### src/design/icls_pkg.sv
// Shared types and codes for the inverse-CDF length sampler.
package icls_pkg;

    // Field widths that the item format fixes.
    localparam int WEIGHT_W = 32;
    localparam int LENGTH_W = 16;
    localparam int VALUE_W  = 48;

    // Mode codes carried by an input item.
    localparam logic [1:0] MODE_CLEAR  = 2'd0;
    localparam logic [1:0] MODE_LOAD   = 2'd1;
    localparam logic [1:0] MODE_QUERY  = 2'd2;
    localparam logic [1:0] MODE_UNUSED = 2'd3;

    // Operation classes handed from the front end to the back end.
    typedef enum logic [1:0] {
        OP_CLEAR,
        OP_LOAD,
        OP_QUERY,
        OP_NOP
    } op_t;

    // Result status codes.
    typedef enum logic [1:0] {
        STATUS_OK,
        STATUS_FULL,
        STATUS_RANGE
    } status_t;

    // Back end sequencer states.
    typedef enum logic {
        BS_IDLE,
        BS_SEARCH
    } back_state_t;

    // One classified item waiting in the queue.
    typedef struct packed {
        op_t                 op;
        logic [WEIGHT_W-1:0] weight;
        logic [LENGTH_W-1:0] length;
        logic [VALUE_W-1:0]  value;
    } item_t;

endpackage

### src/design/icls_front.sv
// Front end: accepts input items, classifies them and queues them for the back end.
module icls_front
    import icls_pkg::*;
(
    input  logic                clk,
    input  logic                rst_n,
    input  logic                in_valid,
    output logic                in_stall,
    input  logic [1:0]          mode,
    input  logic [WEIGHT_W-1:0] entry_weight,
    input  logic [LENGTH_W-1:0] entry_length,
    input  logic [VALUE_W-1:0]  query_value,
    output logic                item_valid,
    output item_t               item,
    input  logic                item_pop
);

    item_t      q_reg [2];
    logic       wr_ptr_reg, wr_ptr_next;
    logic       rd_ptr_reg, rd_ptr_next;
    logic [1:0] fill_reg, fill_next;
    logic       push;
    item_t      incoming;

    // Decode the mode field into an operation class.
    always_comb
    begin
        incoming.weight = entry_weight;
        incoming.length = entry_length;
        incoming.value  = query_value;
        unique case (mode)
            MODE_CLEAR:  incoming.op = OP_CLEAR;
            MODE_LOAD:   incoming.op = OP_LOAD;
            MODE_QUERY:  incoming.op = OP_QUERY;
            MODE_UNUSED: incoming.op = OP_NOP;
        endcase
    end

    // Two-entry queue; the input stalls only when both slots are taken.
    assign in_stall   = (fill_reg == 2'd2);
    assign push       = in_valid && !in_stall;
    assign item_valid = (fill_reg != 2'd0);
    assign item       = q_reg[rd_ptr_reg];

    always_comb
    begin
        wr_ptr_next = push ? !wr_ptr_reg : wr_ptr_reg;
        rd_ptr_next = item_pop ? !rd_ptr_reg : rd_ptr_reg;
        fill_next   = fill_reg + {1'b0, push} - {1'b0, item_pop};
    end

    always_ff @(posedge clk or negedge rst_n)
    begin
        if (!rst_n)
        begin
            wr_ptr_reg <= 1'b0;
            rd_ptr_reg <= 1'b0;
            fill_reg   <= 2'd0;
        end
        else
        begin
            wr_ptr_reg <= wr_ptr_next;
            rd_ptr_reg <= rd_ptr_next;
            fill_reg   <= fill_next;
        end
    end

    // Queue slots hold payload only and need no reset.
    always_ff @(posedge clk)
    begin
        if (push)
        begin
            q_reg[wr_ptr_reg] <= incoming;
        end
    end

endmodule

### config.mk
export PLATFORM = sky130hd
export DESIGN_NAME = icls_front
export DESIGN_NICKNAME = d
export VERILOG_FILES = /design/src/design/icls_pkg.sv /design/src/design/icls_front.sv
export SDC_FILE = /design/constraint.sdc
export NUM_CORES = 1
export LEC_CHECK = 0
export BUFFER_PORTS_ARGS = -buffer_cell sky130_fd_sc_hd__buf_2
export CAP_MARGIN = 20
export CORE_MARGIN = 2
export CORE_UTILIZATION = 25
export DETAILED_ROUTE_END_ITERATION = 6
export PLACE_DENSITY = 0.46
export SETUP_SLACK_MARGIN = 0.02
export SYNTH_ARGS = -nofsm -noshare
export SYNTH_HDL_FRONTEND = slang
export SYNTH_SLANG_ARGS = --single-unit
### constraint.sdc
create_clock -name clk -period 5.91 [get_ports clk]
set_input_delay 0 -clock clk [delete_from_list [all_inputs] [get_ports clk]]
set_output_delay 0 -clock clk [all_outputs]
set_load 0.05 [all_outputs]
# Word-level counts from Yosys, hierarchy flattened
# Memory sizes are Yosys's and may differ from the RTL's.
# Index checks and enable logic that the tools add are counted.
[word_totals]
ramBits = 196
reg_bits = 4
word_cells = 19
n_memories = 1
inputBits = 102
output_inout_bits = 100
[memory_table]
columns = ["memory", "depth", "width", "rd", "rd_clocked_by_memory_dff", "write_ports", "line_no", "rtl"]
rows = [
  ["q_reg", 2, 98, 1, 0, 1, "icls_front.sv:18", "item_t q_reg [2];"],
]
[classes]
muxes = 3
n_eq_ne = 4
reduce_logical = 6
addsub = 2
[ops]
columns = ["op", "count"]
rows = [
  ["case mux 2 bit (4 select lines)", 1],
  ["equality test 2 bit (second input constant)", 3],
  ["zero test 1 bit", 3],
  ["adder 2 x 1 -> 2 bit", 1],
  ["equality test 2 x 1 -> 1 bit (second input constant)", 1],
  ["zero test 2 bit", 1],
  ["two-way mux 1 bit", 2],
  ["nonzero test 2 bit", 1],
  ["subtractor 2 x 1 -> 2 bit", 1],
  ["logical AND 1 bit", 1],
]

# Depth between registers and ports, before layout
[depth]
word_depth = 5
depth_mapped = 7
ltp_nobuf = 7

# Worst setup path before layout
# OpenSTA, ideal clock, no wires.
[synth_path]
path_kind = "register -> register"
start = "register fill_reg[1]"
end = "memory q_reg[0][0] in the netlist's numbering (enable)"
path_buffers = 0
setup_ps = 555
t_required_ps = 5355
setup_slack_ps = 686
period_less_slack_ps = 5224
arrival_time_ps = 4668
stages_incl_launch_ff = 4
path_cell_list = "dfrtp_1 -> nand2b_1 -> nand2_1 -> nor2_1"
[synth_between]
elab_chain_len = 5
[synth_rtl]
columns = ["item", "line_no", "rtl"]
rows = [
  ["from (decl)", "icls_front.sv:21", "logic [1:0] fill_reg, fill_next;"],
  ["from (signal assigned)", "icls_front.sv:64", "fill_reg <= fill_next;"],
  ["equality test 2 bit", "icls_front.sv:40", "assign in_stall = (fill_reg == 2'd2);"],
  ["zero test 1 bit", "icls_front.sv:41", "assign push = in_valid && !in_stall;"],
  ["logical AND 1 bit", "icls_front.sv:41", ""],
  ["two-way mux 1 bit", "icls_front.sv:71", "if (push)"],
  ["two-way mux 1 bit (implied by the code)", "icls_front.sv:73", "q_reg[wr_ptr_reg] <= incoming;"],
  ["to (decl)", "icls_front.sv:18", ""],
]
# No other way between the ends.

==> qor.txt <==
type of origin of the critical path -> register
Non-Filler Instances -> 1035
Post-DP HPWL -> 9473 um
final setup TNS -> 0 ns
worst-path maximum fanout -> 38
I/O pins -> 202
Pre-antenna DRT Iters -> 4
Hold Vio Cnt, Final -> 0
syn_nets -> 428
CTS Root Cell -> clkbuf_16
DRT iter0 DRCs -> 147
vias per cell -> 3.928
yosys warns -> 0
Post-Syn Area per Cell -> 22.54 sq um
# Max-Cap Violations -> 0
port bufs -> 201
Req. time, crit path -> 5.91 ns
Synth Cell Area -> 7302 sq um
Core ar. -> 28700 sq um
Antenna Violating Nets Remaining -> 0
PostCTS Resize Cnt -> 0
vias in the first global route -> 4416
Residual DRC -> 0
Initial Util -> 25.44%
nets@finish -> 743
Die H -> 174.9 um
max-slew violations -> 0
critical path type -> reg -> out
RSZ-0062 raised after global routing -> false
outcome -> finished, final reports clean
largest net degree at the start of global routing -> 77
Post-CTS Setup Repair Bufs -> 0
VDD IR max -> 0.0002394 V
Die W -> 174.9 um
Clk Latency, worst-skew pair -> 0.42 ns
most common cell after layout, fill and taps aside -> buf_2
Row Count -> 62
CP arrival -> 2.58 ns
GRT Util Overall -> 10.02%
max reg flops -> 196
wl on met1 -> 6303 um
met2 wire length -> 8046 um
Area growth syn-to-layout -> 43.21%
Layout Skew -> 0.01098 ns
Avg WL per Cell -> 14.79 um
share of layout cells above drive strength 1 -> 52.07%
cell total after placement -> 899
f_max -> 0.3883 GHz
leakage power -> 3.909 nW
fin crit share -> 43.58%
CP endpoint kind -> output port
Slew @ Worst Pin -> 0.6878 ns
CTS max path bufs -> 2
CTS tree -> done
setup violators final -> 0
DR top layer -> met4
#FFs+latches synth -> 200
total die area -> 30590 sq um
Max H-tree Level -> 4
total power divided by cell area -> 534.6 nW/um^2
post-synthesis sequential area ratio -> 81.97%
Final Wtd Congestion -> 0.6771
CTS buffer count -> 17
antenna cell count -> 0
routed via count -> 4065
Slew HR -> 54.04%
final WL -> 15310 um
Hold WC Path Type -> in -> reg
global-route wire length before repair -> 23290 um
Reg clk slew, reported paths -> 0.08 ns
Distinct cells, synth -> 16
DR WL met3 -> 792 um
clock sinks -> 200
Tmin final -> 2.576 ns
CTS Hold Bufs -> 102
most frequent cells in the layout -> buf_2, edfxtp_1, dlygate4sd3_1
initial antenna violation count -> 0
grt ovf -> 0
Post-Syn Instances -> 324
synth_stat cells:
| library cell | n | share of area, % |
|---|---|---|
| and3_1 | 1 | 0.086 |
| buf_2 | 8 | 0.55 |
| buf_6 | 3 | 0.46 |
| clkbuf_1 | 2 | 0.10 |
| dfrtp_1 | 4 | 1.4 |
| edfxtp_1 | 196 | 81 |
| ha_1 | 2 | 0.34 |
| inv_1 | 2 | 0.10 |
| mux2_2 | 88 | 14 |
| mux2_4 | 10 | 2.1 |
| nand2_1 | 1 | 0.051 |
| nand2b_1 | 1 | 0.086 |
| nor2_1 | 1 | 0.051 |
| or2_2 | 1 | 0.086 |
| xnor2_1 | 3 | 0.36 |
| xor2_1 | 1 | 0.12 |
final cells by class:
class	instances	area (sq um)
clock buffers	18	429.2
clock inverters	13	186.4
fillers	2746	18250
inverters	2	7.507
multi-input cells	109	1240
flip-flops and latches	200	5989
well taps	384	480.5
repair buffers	309	2125
through the flow:
step           total power, mW  worst slack, ns  instance area (sq um)  utilization [%]  hold slack, ns
3_5_place_dp             4.366            3.187                   8746            30.47         -0.1897
4_1_cts                  5.660            3.133                  10380            36.17          0.2698
2_1_floorplan            3.884           0.6863                   7302                -         -0.2956
6_report                 5.591            3.334                  10460            36.43          0.2996
3_3_place_gp             4.337            3.289                   8746            30.47         -0.1896
5_1_grt                  5.847            3.133                  10460            36.43          0.2751
routing by layer:
layer  up-vias  track usage, %
li1       1912               -
met1      2031           11.12
met2       113           18.25
met3         9           3.220
met4         0           2.986
met5         -               0
power by group:
group / switching (mW) / total, mW / internal [mW]
Combinational: 1.66 / 2.34 / 0.676
Sequential: 0.104 / 2.04 / 1.94
Clock: 0.533 / 1.21 / 0.681
worst max-delay path, stage by stage (launching register included):
cell and delay (ns):
dfrtp_4 0.68, buf_4 0.54, buf_12 0.31, mux2_2 0.38, buf_2 0.21
cell families (layout without fill, tap and decap cells):
family                     count (synthesis)  after routing  synth area share, %
adders and majority gates                  2              2               0.3426
xor gates and xnor gates                   4              4               0.4799
and+or+nand+nor                            5              5               0.3599
muxes                                     98             98                15.63
buffers and inverters                     15            342                1.217
DFF                                      200            200                81.97
path summary, 6_finish.rpt:
| kind | cells past startpoint | to | slack, ns | startpoint |
|---|---|---|---|---|
| max | 4 | item[49] | 3.33 | rd_ptr_reg$_DFFE_PN0P_ |
| max reg2reg | 5 | q_reg[0][0]$_DFFE_PP_ | 3.40 | fill_reg[0]$_DFF_PN0_ |
| min reg2reg | 1 | fill_reg[0]$_DFF_PN0_ | 0.53 | fill_reg[0]$_DFF_PN0_ |
| max in group asynchronous | 3 | rd_ptr_reg$_DFFE_PN0P_ | 5.25 | rst_n |
| min | 2 | q_reg[0][43]$_DFFE_PP_ | 0.30 | query_value[43] |
| min in group asynchronous | 3 | rd_ptr_reg$_DFFE_PN0P_ | 0.47 | rst_n |
Note: power is estimated with default switching activity, not from simulation.
